[config.mk]
export PLATFORM = sky130hd
export DESIGN_NAME = indic_syllable_segmenter_core
export DESIGN_NICKNAME = d
export VERILOG_FILES = /design/src/design/iss_pkg.sv /design/src/design/iss_search.sv /design/src/design/indic_syllable_segmenter_core.sv
export SDC_FILE = /design/constraint.sdc
export NUM_CORES = 1
export LEC_CHECK = 0
export BUFFER_PORTS_ARGS = -buffer_cell sky130_fd_sc_hd__buf_2
export CORE_UTILIZATION = 40
export DETAILED_ROUTE_END_ITERATION = 8
export PLACE_DENSITY = 0.64
export SLEW_MARGIN = 10
export SYNTH_ARGS = -nofsm -noshare
export SYNTH_HDL_FRONTEND = slang
export SYNTH_SLANG_ARGS = --single-unit
[constraint.sdc]
create_clock -name clk -period 4.9 [get_ports clk]
set_input_delay 0.245 -clock clk [delete_from_list [all_inputs] [get_ports clk]]
set_output_delay 0.245 -clock clk [all_outputs]
set_load 0.05 [all_outputs]
[src/design/iss_pkg.sv]
// Package for the Indic syllable segmenter: widths, constants and the
// fixed transition table. Used by every module of the block.
package iss_pkg;

  localparam int MAP_DEPTH_DEF = 64;
  localparam int NSTATES = 42;
  localparam int NCLASSES = 24;
  localparam int CODE_W = 16;
  localparam int CLS_W = 5;
  localparam int ST_W = 6;
  localparam int CFG_W = 7;
  localparam int IDX_W = 6;

  localparam logic FUNC_LOAD = 1'b0;
  localparam logic FUNC_SEG = 1'b1;

  // reject code marks an empty cell of the transition table
  localparam logic [ST_W-1:0] ST_REJECT = 6'd63;
  localparam logic [ST_W-1:0] ST_BEGIN = 6'd0;
  localparam logic [ST_W-1:0] ST_ACCEPT = 6'd41;

  typedef logic [ST_W-1:0] st_t;

  // search request and answer between sequencer and search unit
  typedef struct packed {
    logic start;
    logic [CODE_W-1:0] code;
  } srch_req_t;

  typedef struct packed {
    logic done;
    logic [CLS_W-1:0] cls;
  } srch_rsp_t;

  // transition table, reject shown as ST_REJECT
  function automatic st_t next_state(input logic [ST_W-1:0] s, input logic [CLS_W-1:0] c);
    st_t r;
    logic [7:0] k;
    r = ST_REJECT;
    k = {s[5:0], 2'b00};
    case (s)
      6'd0: case (c)
        5'd0, 5'd1, 5'd4, 5'd5, 5'd6, 5'd7, 5'd10, 5'd12, 5'd13, 5'd14, 5'd18, 5'd19,
        5'd20: r = 6'd41;
        5'd2: r = 6'd5; 5'd3: r = 6'd1; 5'd8: r = 6'd11; 5'd9: r = 6'd15;
        5'd11: r = 6'd21; 5'd15: r = 6'd23; 5'd16: r = 6'd24; 5'd17: r = 6'd25;
        5'd21: r = 6'd26; 5'd22: r = 6'd32; 5'd23: r = 6'd1;
        default: r = ST_REJECT;
      endcase
      6'd1, 6'd2, 6'd3, 6'd4, 6'd11, 6'd12, 6'd13, 6'd14, 6'd21: case (c)
        5'd1: r = 6'd41;
        5'd4, 5'd10, 5'd13, 5'd14, 5'd18, 5'd19, 5'd20: r = 6'd10;
        5'd5: r = (s == 6'd1 || s == 6'd11 || s == 6'd21) ? 6'd6 :
                  (s == 6'd2 || s == 6'd12) ? 6'd7 :
                  (s == 6'd3 || s == 6'd13) ? 6'd8 : 6'd9;
        5'd6: r = (s == 6'd1 || s == 6'd21) ? 6'd11 : (s == 6'd2) ? 6'd12 :
                  (s == 6'd3) ? 6'd13 : (s == 6'd4) ? 6'd14 : ST_REJECT;
        5'd7: r = (s == 6'd21) ? 6'd16 : ST_REJECT;
        5'd12: r = 6'd22;
        default: r = ST_REJECT;
      endcase
      6'd5: r = (c == 5'd1) ? 6'd41 : (c == 5'd14) ? 6'd10 : ST_REJECT;
      6'd6, 6'd7, 6'd8, 6'd18, 6'd19, 6'd20: begin
        case (c)
          5'd1: r = (s >= 6'd18) ? 6'd41 : ST_REJECT;
          5'd3, 5'd11, 5'd23: r = (s == 6'd6 || s == 6'd18) ? 6'd2 :
                                  (s == 6'd7 || s == 6'd19) ? 6'd3 : 6'd4;
          5'd7: r = (s == 6'd6) ? 6'd18 : (s == 6'd7) ? 6'd19 :
                    (s == 6'd8) ? 6'd20 : ST_REJECT;
          5'd8: r = (s == 6'd6 || s == 6'd18) ? 6'd12 :
                    (s == 6'd7 || s == 6'd19) ? 6'd13 : 6'd14;
          5'd21: r = (s == 6'd6 || s == 6'd18) ? 6'd27 :
                     (s == 6'd7 || s == 6'd19) ? 6'd28 : 6'd4;
          5'd22: r = (s == 6'd6 || s == 6'd18) ? 6'd33 :
                     (s == 6'd7 || s == 6'd19) ? 6'd34 : 6'd4;
          default: r = ST_REJECT;
        endcase
      end
      6'd9: r = (c == 5'd7) ? 6'd41 : ST_REJECT;
      6'd10: r = (c == 5'd1) ? 6'd41 : ST_REJECT;
      6'd15: case (c)
        5'd1: r = 6'd41; 5'd7: r = 6'd17;
        5'd10, 5'd14, 5'd18, 5'd19, 5'd20: r = 6'd10;
        default: r = ST_REJECT;
      endcase
      6'd16: r = (c == 5'd5) ? 6'd6 : ST_REJECT;
      6'd17: r = (c == 5'd10) ? 6'd41 : ST_REJECT;
      6'd22: r = (c == 5'd1) ? 6'd41 : (c == 5'd13 || c == 5'd14) ? 6'd10 : ST_REJECT;
      6'd23: r = (c == 5'd1) ? 6'd41 : (c == 5'd18) ? 6'd5 : ST_REJECT;
      6'd24: r = (c == 5'd19) ? 6'd5 : ST_REJECT;
      6'd25: r = (c == 5'd20) ? 6'd5 : ST_REJECT;
      6'd26, 6'd27, 6'd28, 6'd32, 6'd33, 6'd34: case (c)
        5'd1: r = 6'd41;
        5'd4, 5'd13, 5'd14: r = 6'd10;
        5'd12: r = 6'd22;
        5'd5: r = (s == 6'd26) ? 6'd29 : (s == 6'd27) ? 6'd30 : (s == 6'd28) ? 6'd31 :
                  (s == 6'd32) ? 6'd35 : (s == 6'd33) ? 6'd36 : 6'd37;
        default: r = ST_REJECT;
      endcase
      6'd29, 6'd30, 6'd31, 6'd35, 6'd36, 6'd37: case (c)
        5'd3, 5'd23: r = (s == 6'd29 || s == 6'd35) ? 6'd2 :
                         (s == 6'd30 || s == 6'd36) ? 6'd3 : 6'd4;
        5'd21: r = (s == 6'd29 || s == 6'd35) ? 6'd27 :
                   (s == 6'd30 || s == 6'd36) ? 6'd28 : 6'd4;
        5'd22: r = (s == 6'd29 || s == 6'd35) ? 6'd33 :
                   (s == 6'd30 || s == 6'd36) ? 6'd34 : 6'd4;
        5'd7: r = (s == 6'd35) ? 6'd38 : (s == 6'd36) ? 6'd39 :
                  (s == 6'd37) ? 6'd40 : 6'd41;
        default: r = ST_REJECT;
      endcase
      6'd38: r = (c == 5'd23) ? 6'd2 : ST_REJECT;
      6'd39: r = (c == 5'd23) ? 6'd3 : ST_REJECT;
      6'd40: r = (c == 5'd23) ? 6'd4 : ST_REJECT;
      default: r = ST_REJECT;
    endcase
    if (k == 8'hff) r = ST_REJECT;
    return r;
  endfunction

endpackage

[src/design/iss_search.sv]
// Range table memory and binary search unit; a new search starts only once the last is done.
// Depends on iss_pkg.
module iss_search #(
  parameter int MAP_DEPTH = iss_pkg::MAP_DEPTH_DEF
) (
  input  logic clk,
  input  logic rst_n,
  input  logic wr_en,
  input  logic [iss_pkg::IDX_W-1:0] wr_idx,
  input  logic [iss_pkg::CODE_W-1:0] wr_code,
  input  logic [iss_pkg::CLS_W-1:0] wr_cls,
  input  logic [iss_pkg::CFG_W-1:0] map_entries,
  input  iss_pkg::srch_req_t req,
  output iss_pkg::srch_rsp_t rsp
);
  localparam int AW = $clog2(MAP_DEPTH);

  logic [iss_pkg::CODE_W-1:0] code_mem [MAP_DEPTH];
  logic [iss_pkg::CLS_W-1:0] cls_mem [MAP_DEPTH];
  logic [AW-1:0] lo_r, lo_nxt, hi_r, hi_nxt, mid;
  logic [AW:0] sum;
  logic [iss_pkg::CODE_W-1:0] rd_code_r;
  logic [iss_pkg::CLS_W-1:0] rd_cls_r;
  logic [1:0] ph_r, ph_nxt;
  logic [iss_pkg::CODE_W-1:0] key_r;
  logic [AW-1:0] last;

  localparam logic [1:0] PH_IDLE = 2'd0;
  localparam logic [1:0] PH_READ = 2'd1;
  localparam logic [1:0] PH_CMP = 2'd2;
  localparam logic [1:0] PH_OUT = 2'd3;

  // clamp the entry count to 1..MAP_DEPTH
  always_comb begin
    if (map_entries == '0) last = '0;
    else if (32'(map_entries) > MAP_DEPTH) last = AW'(MAP_DEPTH - 1);
    else last = AW'(32'(map_entries) - 32'd1);
  end

  assign sum = {1'b0, lo_r} + {1'b0, hi_r} + 1'b1;
  assign mid = sum[AW:1];

  // table write port and registered read
  always_ff @(posedge clk) begin
    if (wr_en && 32'(wr_idx) < MAP_DEPTH) begin
      code_mem[AW'(wr_idx)] <= wr_code;
      cls_mem[AW'(wr_idx)] <= wr_cls;
    end
    rd_code_r <= code_mem[mid];
    rd_cls_r <= cls_mem[lo_r];
  end

  // search sequencer: read mid, then compare and narrow
  always_comb begin
    ph_nxt = ph_r;
    lo_nxt = lo_r;
    hi_nxt = hi_r;
    case (ph_r)
      PH_IDLE: if (req.start) begin
        lo_nxt = '0;
        hi_nxt = last;
        ph_nxt = PH_READ;
      end
      PH_READ: ph_nxt = (lo_r == hi_r) ? PH_OUT : PH_CMP;
      PH_CMP: begin
        if (rd_code_r <= key_r) lo_nxt = mid;
        else hi_nxt = mid - 1'b1;
        ph_nxt = PH_READ;
      end
      PH_OUT: ph_nxt = PH_IDLE;
      default: ph_nxt = PH_IDLE;
    endcase
  end

  always_ff @(posedge clk) begin
    if (!rst_n) ph_r <= PH_IDLE;
    else ph_r <= ph_nxt;
    lo_r <= lo_nxt;
    hi_r <= hi_nxt;
    if (ph_r == PH_IDLE && req.start) key_r <= req.code;
  end

  assign rsp.done = (ph_r == PH_OUT);
  assign rsp.cls = rd_cls_r;

`ifndef ASSERT_OFF
  a_bounds: assert property (@(posedge clk) disable iff (!rst_n)
    ph_r == PH_CMP |-> lo_r <= hi_r) else $error("search bounds crossed");
  a_done: assert property (@(posedge clk) disable iff (!rst_n)
    rsp.done |=> ph_r == PH_IDLE) else $error("search did not return idle");
  a_start: assert property (@(posedge clk) disable iff (!rst_n)
    (ph_r == PH_IDLE && req.start) |=> ph_r == PH_READ) else $error("search not started");
`endif
endmodule

[src/design/indic_syllable_segmenter_core.sv]
// Top level of the Indic syllable segmenter: handshake, sequencer and state.
// Depends on iss_pkg and iss_search.
//
//  channel  | handshake            | payload
//  in_      | in_valid / in_ready  | func, entry_index, range_first_code, range_class,
//           |                      | char_code, end_of_text
//  out_     | out_valid / out_ready| syllable_start, char_class, state_after
//  cfg_     | cfg_we               | cfg_data (map_entries)
//
// a load beat writes the range table and goes straight to output; a character is looked
// up by the binary search unit, then its result is registered.
// the result stays in the output register until taken; no new beat meanwhile.
// reset (synchronous, rst_n low) sets begin state, first-char flag and map_entries=1.
module indic_syllable_segmenter_core #(
  parameter int MAP_DEPTH = iss_pkg::MAP_DEPTH_DEF
) (
  input  logic clk,
  input  logic rst_n,
  input  logic in_valid,
  output logic in_ready,
  input  logic in_func,
  input  logic [5:0] in_entry_index,
  input  logic [15:0] in_range_first_code,
  input  logic [4:0] in_range_class,
  input  logic [15:0] in_char_code,
  input  logic in_end_of_text,
  output logic out_valid,
  input  logic out_ready,
  output logic out_syllable_start,
  output logic [4:0] out_char_class,
  output logic [5:0] out_state_after,
  input  logic cfg_we,
  input  logic [6:0] cfg_data
);
  localparam logic [1:0] S_IDLE = 2'd0;
  localparam logic [1:0] S_SRCH = 2'd1;
  localparam logic [1:0] S_OUT = 2'd2;

  logic [1:0] st_r, st_nxt;
  logic [6:0] map_entries_r;
  logic [5:0] syl_r;
  logic first_r;
  logic eot_r;
  logic start_r;
  logic [4:0] cls_r;
  logic [5:0] res_st_r;
  logic acc;
  iss_pkg::srch_req_t req;
  iss_pkg::srch_rsp_t rsp;
  logic [4:0] tc;
  logic [5:0] cur, n_cur, n_beg, n_sel;
  logic rej;

  assign acc = in_valid && in_ready;
  assign in_ready = (st_r == S_IDLE);
  assign out_valid = (st_r == S_OUT);
  assign out_syllable_start = start_r;
  assign out_char_class = cls_r;
  assign out_state_after = res_st_r;

  assign req.start = acc && in_func == iss_pkg::FUNC_SEG;
  assign req.code = in_char_code;

  iss_search #(.MAP_DEPTH(MAP_DEPTH)) u_search (
    .clk(clk), .rst_n(rst_n),
    .wr_en(acc && in_func == iss_pkg::FUNC_LOAD),
    .wr_idx(in_entry_index), .wr_code(in_range_first_code), .wr_cls(in_range_class),
    .map_entries(map_entries_r), .req(req), .rsp(rsp));

  // transition step with replay from begin on reject
  always_comb begin
    tc = (rsp.cls < 5'(iss_pkg::NCLASSES)) ? rsp.cls : 5'd0;
    cur = (syl_r < 6'(iss_pkg::NSTATES)) ? syl_r : iss_pkg::ST_BEGIN;
    n_cur = iss_pkg::next_state(cur, tc);
    n_beg = iss_pkg::next_state(iss_pkg::ST_BEGIN, tc);
    rej = first_r || n_cur == iss_pkg::ST_REJECT;
    n_sel = rej ? n_beg : n_cur;
    if (n_sel == iss_pkg::ST_REJECT) n_sel = iss_pkg::ST_BEGIN;
  end

  // sequencer
  always_comb begin
    st_nxt = st_r;
    case (st_r)
      S_IDLE: if (acc) st_nxt = (in_func == iss_pkg::FUNC_SEG) ? S_SRCH : S_OUT;
      S_SRCH: if (rsp.done) st_nxt = S_OUT;
      S_OUT: if (out_ready) st_nxt = S_IDLE;
      default: st_nxt = S_IDLE;
    endcase
  end

  always_ff @(posedge clk) begin
    if (!rst_n) begin
      st_r <= S_IDLE;
      map_entries_r <= 7'd1;
      syl_r <= iss_pkg::ST_BEGIN;
      first_r <= 1'b1;
    end else begin
      st_r <= st_nxt;
      if (cfg_we) map_entries_r <= cfg_data;
      if (st_r == S_SRCH && rsp.done) begin
        syl_r <= eot_r ? iss_pkg::ST_BEGIN : n_sel;
        first_r <= eot_r;
      end
    end
  end

  // result register
  always_ff @(posedge clk) begin
    if (acc) begin
      eot_r <= in_end_of_text;
      start_r <= 1'b0;
      cls_r <= '0;
      res_st_r <= syl_r;
    end else if (st_r == S_SRCH && rsp.done) begin
      start_r <= rej;
      cls_r <= rsp.cls;
      res_st_r <= n_sel;
    end
  end

`ifndef ASSERT_OFF
  a_hold: assert property (@(posedge clk) disable iff (!rst_n)
    (out_valid && !out_ready) |=> out_valid && $stable(out_state_after))
    else $error("result changed while stalled");
  a_range: assert property (@(posedge clk) disable iff (!rst_n)
    syl_r < 6'(iss_pkg::NSTATES)) else $error("state out of range");
  a_first: assert property (@(posedge clk) disable iff (!rst_n)
    first_r |-> syl_r == iss_pkg::ST_BEGIN) else $error("first char not at begin");
`endif
endmodule
; Yosys cells after proc, flatten, opt, wreduce, memory -nomap -nowiden
; Memories as Yosys holds them, arrays and structs flattened. A register that Yosys moved wholly into a read port is not among the register bits.
; Cells that the tools add are included.
[totals]
output_inout_bits = 14
mem_bits_rw = 1344
word_cells = 212
rom_bits = 384
regBits = 59
input_bits = 57
mem_count = 4
[mem_list]
columns = name, words, width, rd, rd_clocked_by_memory_dff, write_ports, line
row1 = u_search.code_mem, 64, 16, 1, 1, 1, iss_search.sv:18  ; logic [iss_pkg::CODE_W-1:0] code_mem [MAP_DEPTH];
row2 = u_search.cls_mem, 64, 5, 1, 1, 1, iss_search.sv:19  ; logic [iss_pkg::CLS_W-1:0] cls_mem [MAP_DEPTH];
row3 = (no name shown), 32, 6, 1, 0, 0, iss_pkg.sv:42  ; 6'd0: case (c)
row4 = (no name shown), 32, 6, 1, 0, 0, iss_pkg.sv:42
[classes]
reduce_logical = 34
add_sub_neg = 4
n_eq_ne = 72
bitwise = 1
muxes = 80
magnitude_cmp = 5
[ops]
columns = cell, n
row1 = 6-bit 2-to-1 mux, 39
row2 = 6-bit case mux with 18 select lines, 1
row3 = 6-bit by 5-bit equality test with 1-bit output (second input constant), 16
row4 = 6-bit case mux with 6 select lines, 2
row5 = 6-bit equality test (second input constant), 11
row6 = 6-bit by 4-bit equality test with 1-bit output (second input constant), 8
row7 = 6-bit case mux with 4 select lines, 2
row8 = 5-bit 2-to-1 mux, 9
row9 = 5-bit by 4-bit equality test with 1-bit output (second input constant), 6
row10 = 5-bit equality test (second input constant), 6
row11 = 6-bit by 3-bit equality test with 1-bit output (second input constant), 4
row12 = 6-bit case mux with 2 select lines, 2
row13 = 5-bit by 3-bit equality test with 1-bit output (second input constant), 4
row14 = 6-bit case mux with 3 select lines, 1
row15 = 6-bit OR reduction, 3
row16 = 16-bit less-or-equal comparator, 1
row17 = 4-bit 2-to-1 mux, 4
row18 = 3-bit 2-to-1 mux, 5
row19 = 2-bit 2-to-1 mux, 7
row20 = 6-bit by 2-bit equality test with 1-bit output (second input constant), 2
row21 = 6-bit by 1-bit subtractor with 6-bit output (second input constant), 2
row22 = 1-bit logical OR, 11
row23 = 3-bit AND reduction, 3
row24 = 9-bit OR reduction, 1
row25 = 27 further kinds, 46

; Logic depth before layout (Yosys ltp)
[depth]
depth_word = 17
mapped_depth = 19

; Modules after synthesis
; From an unflattened synthesis, not the netlist that was laid out.
[unflattened]
hier_cells = 2958
area_unflattened_um2 = 57232.4
[modules_own_cells]
columns = mod, instances, area_each_um2, seq_area_each_um2, cells_per_inst
row1 = iss_search, 1, 53701.5, 41660.0, 2461
row2 = indic_syllable_segmenter_core, 1, 3530.9, 650.6, 497

; Least setup slack after synthesis
; No wires, ideal clock.
[synth_path]
path_type = register to register
start = reg u_search.lo_r[0]
end = reg u_search.rd_code_r[5] (netlist bit), read port of u_search.code_mem
path_buffers = 6
slack_ps = 436
stages_incl_launch_ff = 14
t_arrival_ps = 4332
setup_ps = 133
required_ps = 4767
cell_sequence = edfxtp_1 -> clkbuf_1 -> buf_1 -> inv_1 -> ha_1 -> fa_1 -> clkbuf_1 -> buf_2 -> buf_2 -> buf_1 -> mux4_2 -> mux4_2 -> mux2i_1 -> a21oi_1
[synth_between]
elab_chain_cells = 2
[synth_rtl]
columns = element, line
row1 = from (decl), iss_search.sv:20  ; logic [AW-1:0] lo_r, lo_nxt, hi_r, hi_nxt, mid;
row2 = from (signal assigned), iss_search.sv:78  ; lo_r <= lo_nxt;
row3 = 6-bit by 6-bit adder with 7-bit output, iss_search.sv:40  ; assign sum = {1'b0, lo_r} + {1'b0, hi_r} + 1'b1;
row4 = 7-bit by 1-bit adder with 7-bit output, iss_search.sv:40
row5 = to (decl), iss_search.sv:22  ; logic [iss_pkg::CODE_W-1:0] rd_code_r;
; Every way passes these cells.
; A chain may end at the register's enable or synchronous reset.

; Worst setup path in the final report
[layout_path]
start = reg u_search.lo_r[0]
end = reg u_search.rd_code_r[11] (netlist bit), read port of u_search.code_mem
; Same word-level chain as after synthesis.

==> qor.csv <==
metric;value;unit
avgViaCountPerCell;5.85;
wirelength;149000;um
cp.required;5.51;ns
cp-start-kind;flip-flop;
dpl.hpwl;87100;um
synth.area.top_cells;edfxtp_1 (72%), mux4_2 (17%), dfxtp_1 (1.6%);
grt_pass1_wl;214000;um
area.growth.synth_to_final;14.7;%
grt.overflow.total;0;
dp.cells;4673;
crit_path_max_fanout;32;
die_w;381;um
initial_core_util;40.5;%
root_buffer;clkbuf_16;
drtIter0Drc;3546;
vias;29100;
path_cells;inv_1 > ha_1 > fa_4 > buf_12 > buf_12 > mux4_2 > mux4_2 > mux2i_1 > a21oi_1;
critPathMaxStageDelay;0.91;ns
yosysWarnings;0;
pre_cts_ws;0.762;ns
setup_violations;0;
final_cells;4978;
p_leak;20.7;nW
min_period;4.13;ns
numCtsBuffers;145;
synth_edf_count;1379;
chipHeight;381;um
slew_viol_final;0;
max_slew_margin;14.0;%
clk_latency;0.78;ns
synthTopCellsByCount;edfxtp_1 (1379), mux4_2 (425), nor2_1 (118), clkbuf_1 (81), nand2_1 (63);
antenna_left;0;
ir_drop;0.000472;V
final.setup.tns;0;ns
netlist_instances;2743;
finalHoldViolCount;0;
synth-async-reset-ratio;0;%
cts_tree;built;
synth-xor-area-share;0.227;%
drc;0;
synth_seq_cells;1424;
post_drt_wl_per_cell;30.0;um
coreArea;142000;um2
grt_antenna_before_repair;10;
hold_path_class;in -> reg;
yosys_most_used_dff;edfxtp_1;
io-pin-count;71;
syn_area;57400;um2
yosysSeqAreaShare;73.7;%
htreeDepth;4;
clock_skew;0.0331;ns
cts.path.max_buffers;3;
nets;3055;
synth_most_common_cell;edfxtp_1;
clock_sinks;1424;
synthAdderAreaFrac;0.706;%
synth_mux_area_share;17.2;%
die_area;145000;um2
fmax;242;MHz
cp.arrival;4.74;ns
fillCellCount;11600;
std_cell_rows;138;
routabilityCongestion;0.929;
synth_compound_area_share;3.23;%
powerDensity;448;nW/um2
grt_util_all_layers;20.6;%
cp-end-kind;flip-flop;
synth_nets;2831;
cts_resized;0;
timing.final.crit_share;84.2;%
port_buffers;70;
drt_pass1_iterations;6;
critPathKind;reg -> reg;
syn_area_per_cell;20.9;um2
grt_max_degree;100;
synthDistinctLibCells;112;
status;finished, final reports clean;
slowest_stage;fa_4;
grt_pass1_vias;29500;
hold_ws;0.0636;ns
yosys.area.top_type;edfxtp_1;
yosysTopAreaCellShare;72.1;%
power;29.5;mW
grt_setup_unrepaired;false;
drv_cap;0;
drive_above_1_share;30.4;%
synth_top_family_by_area;multiplexers;
clk_pin_slew;0.06;ns
synthSimpleGateAreaFrac;3.45;%
setup_ws;0.773;ns
worst_pin_slew;1.29;ns
## layout make-up
class                   count  area, um2  share of cell area, %
diodes                      3       7.51                 0.0114
well taps                1890       2360                   3.59
inverters                  44        165                  0.251
repair buffers            233       1800                   2.74
flip-flops and latches   1424      42300                   64.2
clock inverters            79        883                   1.34
clock buffers             186       3860                   5.87
multi-input cells        1119      14500                   22.0
## registers in the layout, indices dropped and copies added (netlist names), 6 cells and up
signal              count
u_search.hi_r           6
u_search.code_mem    1024
u_search.key_r         16
u_search.cls_mem      320
syl_r                   6
out_state_after         6
map_entries_r           7
u_search.lo_r           6
u_search.rd_code_r     16
## per-stage QoR
step | instance area (um2) | util [%]
3_5_place_dp | 60700 | 42.8
2_1_floorplan | 57400 | -
3_3_place_gp | 60700 | 42.8
4_1_cts | 65900 | 46.4
6_report | 65900 | 46.4
5_1_grt | 65900 | 46.4
## path summary, 6_finish.rpt
kind / from / endpoint / slack (ns) / cells after the start
setup / recovery: u_search.lo_r[0]$_SDFFCE_PN0P_ / u_search.rd_code_r[11]$_DFF_P_ / 0.77 / 9
setup reg to reg: u_search.lo_r[0]$_SDFFCE_PN0P_ / u_search.rd_code_r[11]$_DFF_P_ / 0.77 / 9
hold reg to reg: out_char_class[3]$_SDFFE_PP0P_ / out_char_class[3]$_SDFFE_PP0P_ / 0.49 / 2
hold / removal: in_range_first_code[15] / u_search.code_mem[43][15]$_DFFE_PP_ / 0.06 / 1
## placed cells by master, fill, tap and decap left out, types with 9 or more instances in the layout
| cell | n |
|---|---|
| inv_1 | 41 |
| o21a_1 | 11 |
| nor2_2 | 64 |
| nand2b_1 | 26 |
| clkinv_1 | 33 |
| nor2_1 | 54 |
| clkinv_2 | 18 |
| ha_1 | 30 |
| buf_12 | 10 |
| buf_4 | 121 |
| clkbuf_1 | 35 |
| nor3_1 | 19 |
| edfxtp_1 | 1379 |
| a21oi_1 | 54 |
| mux2i_1 | 27 |
| nand4_1 | 10 |
| dlygate4sd3_1 | 37 |
| a21o_1 | 14 |
| a31oi_1 | 9 |
| nor4_1 | 12 |
| nor2b_1 | 11 |
| o21ai_0 | 38 |
| a211oi_1 | 24 |
| dfxtp_1 | 45 |
| clkbuf_16 | 147 |
| nand3_1 | 17 |
| buf_2 | 65 |
| bufinv_16 | 13 |
| and2_1 | 21 |
| mux4_2 | 425 |
| nand2_1 | 63 |
## worst max-delay path, delay by kind of cell (launching register included)
kind                       cells  cell delay (ns)
adders and majority gates      2             1.12
AOI/OAI and AO/OA              1             0.18
DFF                            1             0.40
muxes                          3             1.57
buffers and inverters          3             0.64
## cells by family (layout without fill, tap and decap cells)
logic type               after synthesis  in the layout
AO/OA/AOI/OAI                        252            252
adder cells (fa/ha/maj)               32             32
XOR/XNOR                              14             14
AND/OR/NAND/NOR                      366            366
flip-flops                          1424           1424
multiplexers                         455            455
buffers and inverters                200            542
other                                  0              3
## routing by layer
metal / up-vias / GRT usage [%] / part of all wire [%]
met3: 235 / 3.88 / 8.3
met2: 1438 / 33.1 / 48
met5: - / 0 / 0.046
li1: 12000 / - / -
met1: 15500 / 28.4 / 40
met4: 10 / 6.92 / 2.9
## repair_timing
action                                 CTS  global route
hold buffers                            37             0
endpoints found under the hold margin   29             0
setup buffers                            0             0
## power breakdown
part / switching [mW] / total (mW) / internal, mW
clock: 4.66 / 11.0 / 6.32
sequential: 0.183 / 13.7 / 13.5
combinational: 2.72 / 4.84 / 2.12
total: 7.57 / 29.5 / 21.9
(Power assumes the default switching activity.)
